<file path="src/sv/bpc_pkg.sv">
// ----------------------------------------------------------------------------
// bpc_pkg: shared types and constants for the button press classifier
// Key count, per-key state record, register indexes and register reset values.
// ----------------------------------------------------------------------------
`default_nettype none

package bpc_pkg;

   localparam int unsigned NUM_KEYS = 3;

   localparam int unsigned COUNT_W = 16;
   localparam int unsigned AGE_W   = 13;
   localparam int unsigned HOLD_W  = 12;
   localparam int unsigned KEY_W   = 2;
   localparam int unsigned CSR_AW  = 2;
   localparam int unsigned CSR_DW  = 16;

   localparam logic [COUNT_W-1:0] SHORT_TICKS_RST = 16'd200;
   localparam logic [COUNT_W-1:0] LONG_TICKS_RST  = 16'd12000;
   localparam logic [HOLD_W-1:0]  HOLD_TICKS_RST  = 12'd400;
   localparam logic [AGE_W-1:0]   AGE_LIMIT       = 13'd4000;
   localparam logic [COUNT_W-1:0] COUNT_MAX       = 16'hFFFF;

   typedef enum logic [CSR_AW-1:0] {
      CSR_SHORT_TICKS = 2'd0,
      CSR_LONG_TICKS  = 2'd1,
      CSR_HOLD_TICKS  = 2'd2
   } csr_index_type;

   typedef struct packed {
      logic               prev_level;
      logic [COUNT_W-1:0] hold_count;
      logic               held_flag;
      logic               short_flag;
      logic               long_flag;
      logic [AGE_W-1:0]   short_age;
      logic [AGE_W-1:0]   long_age;
   } key_state_type;

   localparam int unsigned STATE_W = $bits(key_state_type);

endpackage

`default_nettype wire

</file>
<file path="src/sv/button_press_classifier.sv">
// ----------------------------------------------------------------------------
// button_press_classifier: short and long press detection for several keys
// Per-key state kept in a RAM, updated read-modify-write once per sample.
// ----------------------------------------------------------------------------
// Usage:
//   req_ carries one pin sample per beat: the key index and its active-low
//   level. rsp_ returns one beat per sample with the key index and that
//   key's held, short and long flags after the update.
//   A sample passes the state RAM read and then the output register before
//   its response is valid. One sample is taken every cycle unless rsp_
//   stalls; samples of the same key may follow back to back, the
//   freshly written state is forwarded around the RAM.
//   A stalled rsp_ holds the output register; the update stage then holds
//   and req_tready drops only when both are occupied.
//   Reset clears the control state, the registers to their defaults and the
//   per-key valid bits, so every key starts from an all-zero state at once.
//   Samples for keys >= NUM_KEYS change nothing and return all flags clear.
//   csr_ writes apply at once and the user makes them while idle; not enforced.
// ----------------------------------------------------------------------------
`default_nettype none

module button_press_classifier (
   input  wire logic                        clock,
   input  wire logic                        reset,
   // req_tdata: [1:0] key_index, [2] pin_level, [7:3] zero
   input  wire logic                        req_tvalid,
   output logic                             req_tready,
   input  wire logic [7:0]                  req_tdata,
   // rsp_tdata: [1:0] key_id, [2] held, [3] short_press, [4] long_press, [7:5] zero
   output logic                             rsp_tvalid,
   input  wire logic                        rsp_tready,
   output logic      [7:0]                  rsp_tdata,
   input  wire logic                        csr_we,
   input  wire logic [bpc_pkg::CSR_AW-1:0]  csr_addr,
   input  wire logic [bpc_pkg::CSR_DW-1:0]  csr_wdata
);

   localparam int unsigned AW = (bpc_pkg::NUM_KEYS > 1) ? $clog2(bpc_pkg::NUM_KEYS) : 1;

   // configuration
   logic [bpc_pkg::COUNT_W-1:0] short_ticks_ff, long_ticks_ff;
   logic [bpc_pkg::HOLD_W-1:0]  hold_ticks_ff;

   always_ff @(posedge clock) begin
      if (reset) begin
         short_ticks_ff <= bpc_pkg::SHORT_TICKS_RST;
         long_ticks_ff  <= bpc_pkg::LONG_TICKS_RST;
         hold_ticks_ff  <= bpc_pkg::HOLD_TICKS_RST;
      end else if (csr_we) begin
         unique case (csr_addr)
            bpc_pkg::CSR_SHORT_TICKS: short_ticks_ff <= csr_wdata;
            bpc_pkg::CSR_LONG_TICKS:  long_ticks_ff  <= csr_wdata;
            bpc_pkg::CSR_HOLD_TICKS:  hold_ticks_ff  <= csr_wdata[bpc_pkg::HOLD_W-1:0];
            default: ;
         endcase
      end
   end

   // handshake
   logic req_key_ok;
   logic [bpc_pkg::KEY_W-1:0] req_key;
   logic req_accept, advance, s1_fire, wr_en;

   logic                       s1_valid_ff, s1_valid_in;
   logic [bpc_pkg::KEY_W-1:0]  s1_key_ff;
   logic [AW-1:0]              s1_addr_ff;
   logic                       s1_pin_ff, s1_ok_ff;

   logic                       rsp_valid_ff, rsp_valid_in;
   logic [7:0]                 rsp_data_ff;

   assign req_key    = req_tdata[bpc_pkg::KEY_W-1:0];
   assign req_key_ok = (32'(req_key) < bpc_pkg::NUM_KEYS);
   assign advance    = !rsp_valid_ff || rsp_tready;
   assign req_tready = !s1_valid_ff || advance;
   assign req_accept = req_tvalid && req_tready;
   assign s1_fire    = s1_valid_ff && advance;
   assign wr_en      = s1_fire && s1_ok_ff;

   assign s1_valid_in  = req_accept || (s1_valid_ff && !advance);
   assign rsp_valid_in = s1_fire || (rsp_valid_ff && !rsp_tready);

   always_ff @(posedge clock) begin
      if (reset) begin
         s1_valid_ff  <= 1'b0;
         rsp_valid_ff <= 1'b0;
      end else begin
         s1_valid_ff  <= s1_valid_in;
         rsp_valid_ff <= rsp_valid_in;
      end
   end

   always_ff @(posedge clock) begin
      if (req_accept) begin
         s1_key_ff  <= req_key;
         s1_addr_ff <= AW'(req_key);
         s1_pin_ff  <= req_tdata[2];
         s1_ok_ff   <= req_key_ok;
      end
   end

   // state RAM with per-key valid bits and write forwarding
   bpc_pkg::key_state_type ram_rd, cur, nxt;
   bpc_pkg::key_state_type fwd_state_ff;
   logic [AW-1:0]          fwd_addr_ff;
   logic                   fwd_valid_ff;
   logic [bpc_pkg::NUM_KEYS-1:0] key_valid_ff, key_valid_in;
   logic [bpc_pkg::STATE_W-1:0] ram_rd_bits;

   bpc_ram #(
      .WIDTH (bpc_pkg::STATE_W),
      .DEPTH (bpc_pkg::NUM_KEYS),
      .AW    (AW)
   ) u_state_ram (
      .clock   (clock),
      .wr_en   (wr_en),
      .wr_addr (s1_addr_ff),
      .wr_data (nxt),
      .rd_en   (req_accept),
      .rd_addr (AW'(req_key)),
      .rd_data (ram_rd_bits)
   );

   assign ram_rd = ram_rd_bits;

   always_comb begin
      key_valid_in = key_valid_ff;
      if (wr_en) begin
         key_valid_in[s1_addr_ff] = 1'b1;
      end
   end

   always_ff @(posedge clock) begin
      if (reset) begin
         key_valid_ff <= '0;
         fwd_valid_ff <= 1'b0;
      end else begin
         key_valid_ff <= key_valid_in;
         if (wr_en) begin
            fwd_valid_ff <= 1'b1;
         end
      end
   end

   // the last write always holds the newest state of its key
   always_ff @(posedge clock) begin
      if (wr_en) begin
         fwd_state_ff <= nxt;
         fwd_addr_ff  <= s1_addr_ff;
      end
   end

   always_comb begin
      if (fwd_valid_ff && (fwd_addr_ff == s1_addr_ff)) begin
         cur = fwd_state_ff;
      end else if (key_valid_ff[s1_addr_ff]) begin
         cur = ram_rd;
      end else begin
         cur = '0;
      end
   end

   // state update
   logic [bpc_pkg::COUNT_W-1:0] count_inc;

   always_comb begin
      nxt       = cur;
      count_inc = (cur.hold_count < bpc_pkg::COUNT_MAX) ?
                  cur.hold_count + 16'd1 : cur.hold_count;
      case ({cur.prev_level, s1_pin_ff})
         2'b10: begin
            nxt.held_flag = 1'b0;
         end
         2'b01: begin
            if (cur.hold_count >= long_ticks_ff) begin
               nxt.held_flag  = 1'b0;
               nxt.hold_count = '0;
            end else if (cur.hold_count >= short_ticks_ff) begin
               nxt.short_flag = 1'b1;
               nxt.held_flag  = 1'b0;
               nxt.hold_count = '0;
            end
         end
         2'b00: begin
            nxt.hold_count = count_inc;
            if (count_inc >= long_ticks_ff) begin
               nxt.long_flag = 1'b1;
            end else begin
               nxt.held_flag = 1'b1;
            end
         end
         default: begin
            nxt.held_flag = 1'b0;
            // age the short flag
            if ((cur.short_age >= {1'b0, hold_ticks_ff}) && cur.short_flag) begin
               nxt.short_flag = 1'b0;
               nxt.short_age  = '0;
            end
            if (nxt.short_flag) begin
               nxt.short_age = nxt.short_age + 13'd1;
            end
            if (nxt.short_age > bpc_pkg::AGE_LIMIT) begin
               nxt.short_age  = '0;
               nxt.short_flag = 1'b0;
            end
            // age the long flag
            if ((cur.long_age >= {1'b0, hold_ticks_ff}) && cur.long_flag) begin
               nxt.long_flag = 1'b0;
               nxt.long_age  = '0;
            end
            if (nxt.long_flag) begin
               nxt.long_age = nxt.long_age + 13'd1;
            end
            if (nxt.long_age > bpc_pkg::AGE_LIMIT) begin
               nxt.long_age  = '0;
               nxt.long_flag = 1'b0;
            end
         end
      endcase
      nxt.prev_level = s1_pin_ff;
   end

   // output register
   always_ff @(posedge clock) begin
      if (s1_fire) begin
         rsp_data_ff <= {3'b000,
                         nxt.long_flag  & s1_ok_ff,
                         nxt.short_flag & s1_ok_ff,
                         nxt.held_flag  & s1_ok_ff,
                         s1_key_ff};
      end
   end

   assign rsp_tvalid = rsp_valid_ff;
   assign rsp_tdata  = rsp_data_ff;

   // checks
   a_write_in_range: assert property (@(posedge clock) disable iff (reset)
      wr_en |-> (32'(s1_key_ff) < bpc_pkg::NUM_KEYS))
      else $error("state write for a key out of range");

   a_fwd_tracks_write: assert property (@(posedge clock) disable iff (reset)
      wr_en |=> (fwd_valid_ff && (fwd_addr_ff == $past(s1_addr_ff))))
      else $error("forwarding register missed a write");

   a_bad_key_clear: assert property (@(posedge clock) disable iff (reset)
      (rsp_valid_ff && (32'(rsp_data_ff[1:0]) >= bpc_pkg::NUM_KEYS))
      |-> (rsp_data_ff[4:2] == 3'b000))
      else $error("flags set for a key out of range");

   a_written_valid: assert property (@(posedge clock) disable iff (reset)
      wr_en |=> key_valid_ff[$past(s1_addr_ff)])
      else $error("valid bit not set after write");

endmodule

`default_nettype wire

</file>
<file path="src/sv/bpc_ram.sv">
// ----------------------------------------------------------------------------
// bpc_ram: generic single-write, single-read RAM
// One write port, one read port with the read data registered.
// ----------------------------------------------------------------------------
`default_nettype none

module bpc_ram #(
   parameter int unsigned WIDTH = 8,
   parameter int unsigned DEPTH = 4,
   parameter int unsigned AW    = (DEPTH > 1) ? $clog2(DEPTH) : 1
) (
   input  wire logic             clock,
   input  wire logic             wr_en,
   input  wire logic [AW-1:0]    wr_addr,
   input  wire logic [WIDTH-1:0] wr_data,
   input  wire logic             rd_en,
   input  wire logic [AW-1:0]    rd_addr,
   output logic      [WIDTH-1:0] rd_data
);

   logic [WIDTH-1:0] mem [DEPTH];

   always_ff @(posedge clock) begin
      if (wr_en) begin
         mem[wr_addr] <= wr_data;
      end
      if (rd_en) begin
         rd_data <= mem[rd_addr];
      end
   end

endmodule

`default_nettype wire

</file>
<file path="config.mk">
export PLATFORM = sky130hd
export DESIGN_NAME = button_press_classifier
export DESIGN_NICKNAME = d
export VERILOG_FILES = /design/src/sv/bpc_pkg.sv /design/src/sv/button_press_classifier.sv /design/src/sv/bpc_ram.sv
export SDC_FILE = /design/constraint.sdc
export NUM_CORES = 1
export LEC_CHECK = 0
export ABC_AREA = 1
export BUFFER_PORTS_ARGS = -buffer_cell sky130_fd_sc_hd__buf_2
export CORE_AREA = 2 2 221 201
export CTS_CLUSTER_DIAMETER = 100
export DETAILED_ROUTE_END_ITERATION = 8
export DIE_AREA = 0 0 223 203
export GPL_ROUTABILITY_DRIVEN = 0
export HOLD_SLACK_MARGIN = 0.1
export SETUP_SLACK_MARGIN = 0.3
export SLEW_MARGIN = 20
export SYNTH_ARGS = -nofsm -noshare
export SYNTH_HDL_FRONTEND = slang
export SYNTH_SLANG_ARGS = --single-unit
</file>
<file path="constraint.sdc">
create_clock -name clock -period 5.3 [get_ports clock]
set_clock_uncertainty 0.1 [all_clocks]
set_input_delay 0 -clock clock [delete_from_list [all_inputs] [get_ports clock]]
set_output_delay 0 -clock clock [all_outputs]
set_load 0.02 [all_outputs]
</file>
==> summary.md <==
| Metric | Value |
|---|---|
| Outcome | `complete, no violations` |
| Worst min-delay path class | `in -> reg` |
| Static leakage | `0.007558 µW` |
| Clock transition at path regs | `0.06 ns` |
| Required time of the critical path | `5.49 ns` |
| Yosys warns | `0` |
| Most frequent cell on the critical path | `sky130_fd_sc_hd__nand2_1` |
| Power per unit of standard cell area | `291.8 nW/µm²` |
| Count of H-tree levels built during CTS | `1` |
| Distinct cell type count of the synthesized netlist | `53` |
| Net count of the finished layout | `1,777` |
| Post-synth design cell area | `14,850 µm²` |
| Worst Hold Slack | `0.1798 ns` |
| Overall fraction of global-route tracks in use | `16.21%` |
| TritonCTS clock tree | `yes` |
| Number of max-cap violations | `0` |
| Remaining DRCs | `0` |
| Final count of pins violating max slew | `0` |
| # rows | `72` |
| Depth of the worst register-to-register path | `31` |
| Via count of the first global-routing pass | `10,740` |
| GRT Residual Overflow | `0` |
| Count of antenna-violating nets left after detailed routing | `0` |
| Tot Pwr | `5220 µW` |
| Clock network latency to the later pin of the worst-skew pair | `0.57 ns` |
| Pre-Repair DR Iteration Count | `5` |
| Endpoints failing hold | `0` |
| Final setup violating endpoints | `0` |
| DRT Wirelength | `38.06 mm` |
| Floorplan die area | `45,270 µm²` |
| Buffer depth of the longest clock path | `3` |
| Category of the worst setup path launch point | `flop` |
| Critical Setup Path Class | `reg -> reg` |
| Max incr delay on CP | `0.45 ns` |
| N_diodes | `0` |
| Initial antenna violation count | `0` |
| Worst slack at placement | `0.1486 ns` |
| Maximum VDD drop | `0.2179 mV` |
| Asr flop ratio synth | `0%` |
| Max_slew headroom | `37.74%` |
| Cell type of the slowest stage on the worst timing path | `sky130_fd_sc_hd__edfxtp_1` |
| Fin crit share | `90.64%` |
| Via count | `11,280` |
| CP Launch Point | `s1_addr_ff[1]` |
| Ports | `41` |
| Proportion of synthesized chip area in sequential cells | `55.49%` |
| Core outline area | `42,790 µm²` |
| Count of buffers from port buffering | `32` |
| Area post-placement | `15,740 µm²` |
| Post-synthesis register bit count | `291` |
| Synth-to-Final Area Change | `20.50%` |
| Number of clock sinks | `291` |
| Minimum clock period | `4.804 ns` |
| FF-to-FF setup slack | `0.50 ns` |
| Mean cell area of the mapped netlist | `9.678 µm²` |
| First-pass GRT wire length | `58.53 mm` |
| Die boundary height | `203 µm` |
| Die width | `223 µm` |
| Maximum number of pins on one net before global-route repair | `51` |
| Critical R2R Launch | `s1_addr_ff[1]` |
| Maximum frequency from static timing analysis | `208.2 MHz` |
| Highest fanout seen on the critical path | `6` |
| Post-detail-place hpwl | `23.79 mm` |
| Endpoint type of the worst setup path | `flop` |
| Transition time at the pin with the least slew margin | `0.9339 ns` |
| Number of flops mapped to enable cells by yosys | `241` |
| Via/cell ratio | `5.027` |
| Number of instances in the synthesized netlist | `1,534` |
| Setup WS post-layout | `0.4963 ns` |
| Final-layout fill cell count | `4,048` |
| Setup total negative slack | `0 ns` |
| Setup repair after global routing missed its margin | `yes` |
| Clk root buf | `sky130_fd_sc_hd__clkbuf_16` |
| Average routed wire per standard cell | `16.96 µm` |
| Worst path arrival time | `5.00 ns` |
| Termination of the worst setup path | `u_state_ram.mem[2][26]` |
| Number of buffers added by the clock tree synthesis step | `31` |
| Initial Util | `34.69%` |
| First-iteration detailed-routing DRC count | `1,065` |
| Share of final-layout standard cells stronger than drive strength 1 | `17.47%` |
| Ys flop type | `sky130_fd_sc_hd__edfxtp_1` |
| Design area | `17,890 µm²` |
| Reg-to-reg critical path endpoint | `u_state_ram.mem[2][26]` |
-- how the worst min path moves through the flow --
stage                              from  slack [ns]                 to  cells after the start
after floorplan                   reset       -0.03   hold_ticks_ff[0]                      1
after global placement     req_tdata[2]        0.14          s1_pin_ff                      1
after detailed placement   req_tdata[2]        0.13          s1_pin_ff                      1
after CTS                  csr_wdata[8]        0.15   hold_ticks_ff[8]                      4
after global routing              reset        0.18    key_valid_ff[2]                      3
final                     csr_wdata[15]        0.18  long_ticks_ff[15]                      4
-- power by group --
| part | internal [µW] | leakage (µW) | switching (µW) | total (µW) |
|---|---|---|---|---|
| registers | 2560 | 0.00267 | 23.8 | 2590 |
| clock network | 1210 | 0.000473 | 884 | 2090 |
| logic | 184 | 0.00442 | 355 | 539 |
| total | 3960 | 0.00756 | 1260 | 5220 |
-- registers in the layout (all words and copies together) (netlist names) --
register / flops
u_state_ram.rd_data: 46
s1_valid_ff: 1
rsp_tdata: 5
key_valid_ff: 3
u_state_ram.mem: 138
hold_ticks_ff: 12
fwd_addr_ff: 2
fwd_valid_ff: 1
s1_pin_ff: 1
s1_addr_ff: 2
short_ticks_ff: 16
long_ticks_ff: 16
fwd_state_ff: 46
rsp_tvalid: 1
s1_ok_ff: 1
-- synth_stat cells, types with 12 or more instances --
library cell | n | area share, %
sky130_fd_sc_hd__nand2_1 | 345 | 8.7
sky130_fd_sc_hd__edfxtp_1 | 241 | 49
sky130_fd_sc_hd__inv_1 | 167 | 4.2
sky130_fd_sc_hd__a21oi_1 | 158 | 5.3
sky130_fd_sc_hd__nor2_1 | 117 | 3.0
sky130_fd_sc_hd__ha_1 | 80 | 6.7
sky130_fd_sc_hd__o21ai_0 | 68 | 2.3
sky130_fd_sc_hd__nand3_1 | 52 | 1.8
sky130_fd_sc_hd__dfxtp_1 | 50 | 6.7
sky130_fd_sc_hd__clkbuf_1 | 25 | 0.63
sky130_fd_sc_hd__o21ai_1 | 24 | 0.81
sky130_fd_sc_hd__nand4_1 | 22 | 0.93
sky130_fd_sc_hd__o22ai_2 | 17 | 1.4
sky130_fd_sc_hd__o211ai_1 | 15 | 0.76
sky130_fd_sc_hd__xor2_1 | 14 | 0.83
sky130_fd_sc_hd__nor3_1 | 13 | 0.44
sky130_fd_sc_hd__buf_6 | 12 | 0.91
-- routing by layer --
| layer | global-route usage (%) | part of all wire [%] | wire length, µm | vias to the layer above |
|---|---|---|---|---|
| met3 | 2.475 | 7.0 | 2673 | 69 |
| met5 | 0 | 0 | 0 | - |
| met4 | 5.010 | 2.8 | 1066 | 0 |
| met1 | 22.82 | 46 | 17490 | 5357 |
| met2 | 25.76 | 44 | 16830 | 334 |
| li1 | - | - | - | 5520 |
-- kinds of logic after synthesis --
kind of cell | Yosys count | synth area share, %
and+or+nand+nor | 592 | 17.39
AOI/OAI and AO/OA | 318 | 12.63
other | 1 | 0.02526
adders and majority gates | 80 | 6.743
DFF | 291 | 55.49
muxes | 1 | 0.06743
buffers and inverters | 235 | 6.709
xor gates and xnor gates | 16 | 0.9440
-- per-stage QoR --
step	instances	util [%]
finish	2244	41.80
detailed placement	2105	36.77
global placement	2105	36.77
floorplan	1536	-
CTS	2212	40.27
global route	2244	41.80
-- cell usage in the layout, fill, tap and decap left out, types with 6 or more instances in the layout --
| cell | instances |
|---|---|
| sky130_fd_sc_hd__o211ai_1 | 15 |
| sky130_fd_sc_hd__inv_2 | 21 |
| sky130_fd_sc_hd__nand3_1 | 48 |
| sky130_fd_sc_hd__dlygate4sd3_1 | 47 |
| sky130_fd_sc_hd__nand2_4 | 6 |
| sky130_fd_sc_hd__nand4_1 | 22 |
| sky130_fd_sc_hd__buf_6 | 6 |
| sky130_fd_sc_hd__dfxtp_1 | 50 |
| sky130_fd_sc_hd__o21ai_1 | 23 |
| sky130_fd_sc_hd__nand2_2 | 14 |
| sky130_fd_sc_hd__o21ai_2 | 13 |
| sky130_fd_sc_hd__buf_2 | 32 |
| sky130_fd_sc_hd__nand3_2 | 9 |
| sky130_fd_sc_hd__nor2_4 | 6 |
| sky130_fd_sc_hd__a21oi_1 | 156 |
| sky130_fd_sc_hd__nand2_1 | 336 |
| sky130_fd_sc_hd__inv_1 | 153 |
| sky130_fd_sc_hd__edfxtp_1 | 241 |
| sky130_fd_sc_hd__xor2_1 | 14 |
| sky130_fd_sc_hd__o21ai_0 | 58 |
| sky130_fd_sc_hd__o22ai_2 | 22 |
| sky130_fd_sc_hd__nor2_1 | 107 |
| sky130_fd_sc_hd__clkbuf_16 | 33 |
| sky130_fd_sc_hd__nor2_2 | 12 |
| sky130_fd_sc_hd__clkinv_1 | 8 |
| sky130_fd_sc_hd__clkinv_2 | 7 |
| sky130_fd_sc_hd__nor3_1 | 12 |
| sky130_fd_sc_hd__buf_4 | 60 |
| sky130_fd_sc_hd__ha_1 | 73 |
-- layout make-up --
type                            count  area (µm²)  share of cell area, %
Sequential cell                   291        8238                  46.05
Multi-Input combinational cell   1012        6001                  33.55
Timing Repair Buffer              152        1299                  7.260
Clock buffer                       34       787.0                  4.400
Tap cell                          555       694.4                  3.882
Inverter                          178       675.6                  3.777
Clock inverter                     22       193.9                  1.084
-- worst max-delay path, delay by kind of cell, from the launching register on --
family,cells,cell delay (ns)
compound gates,9,1.32
simple gates,16,1.62
flops,1,0.45
buf+inv,4,0.57
fa+ha+maj,2,0.48
-- what timing repair did --
item | 4_1_cts | 5_1_grt
endpoints found under the hold margin | 59 | 0
pin swaps | 1 | 23
buffers inserted | 4 | 28
gates cloned | 0 | 4
resized for setup | 6 | 89
endpoints found under the setup margin | 101 | 111
hold buffers | 47 | 0
Power figures use the tool's default switching activity.
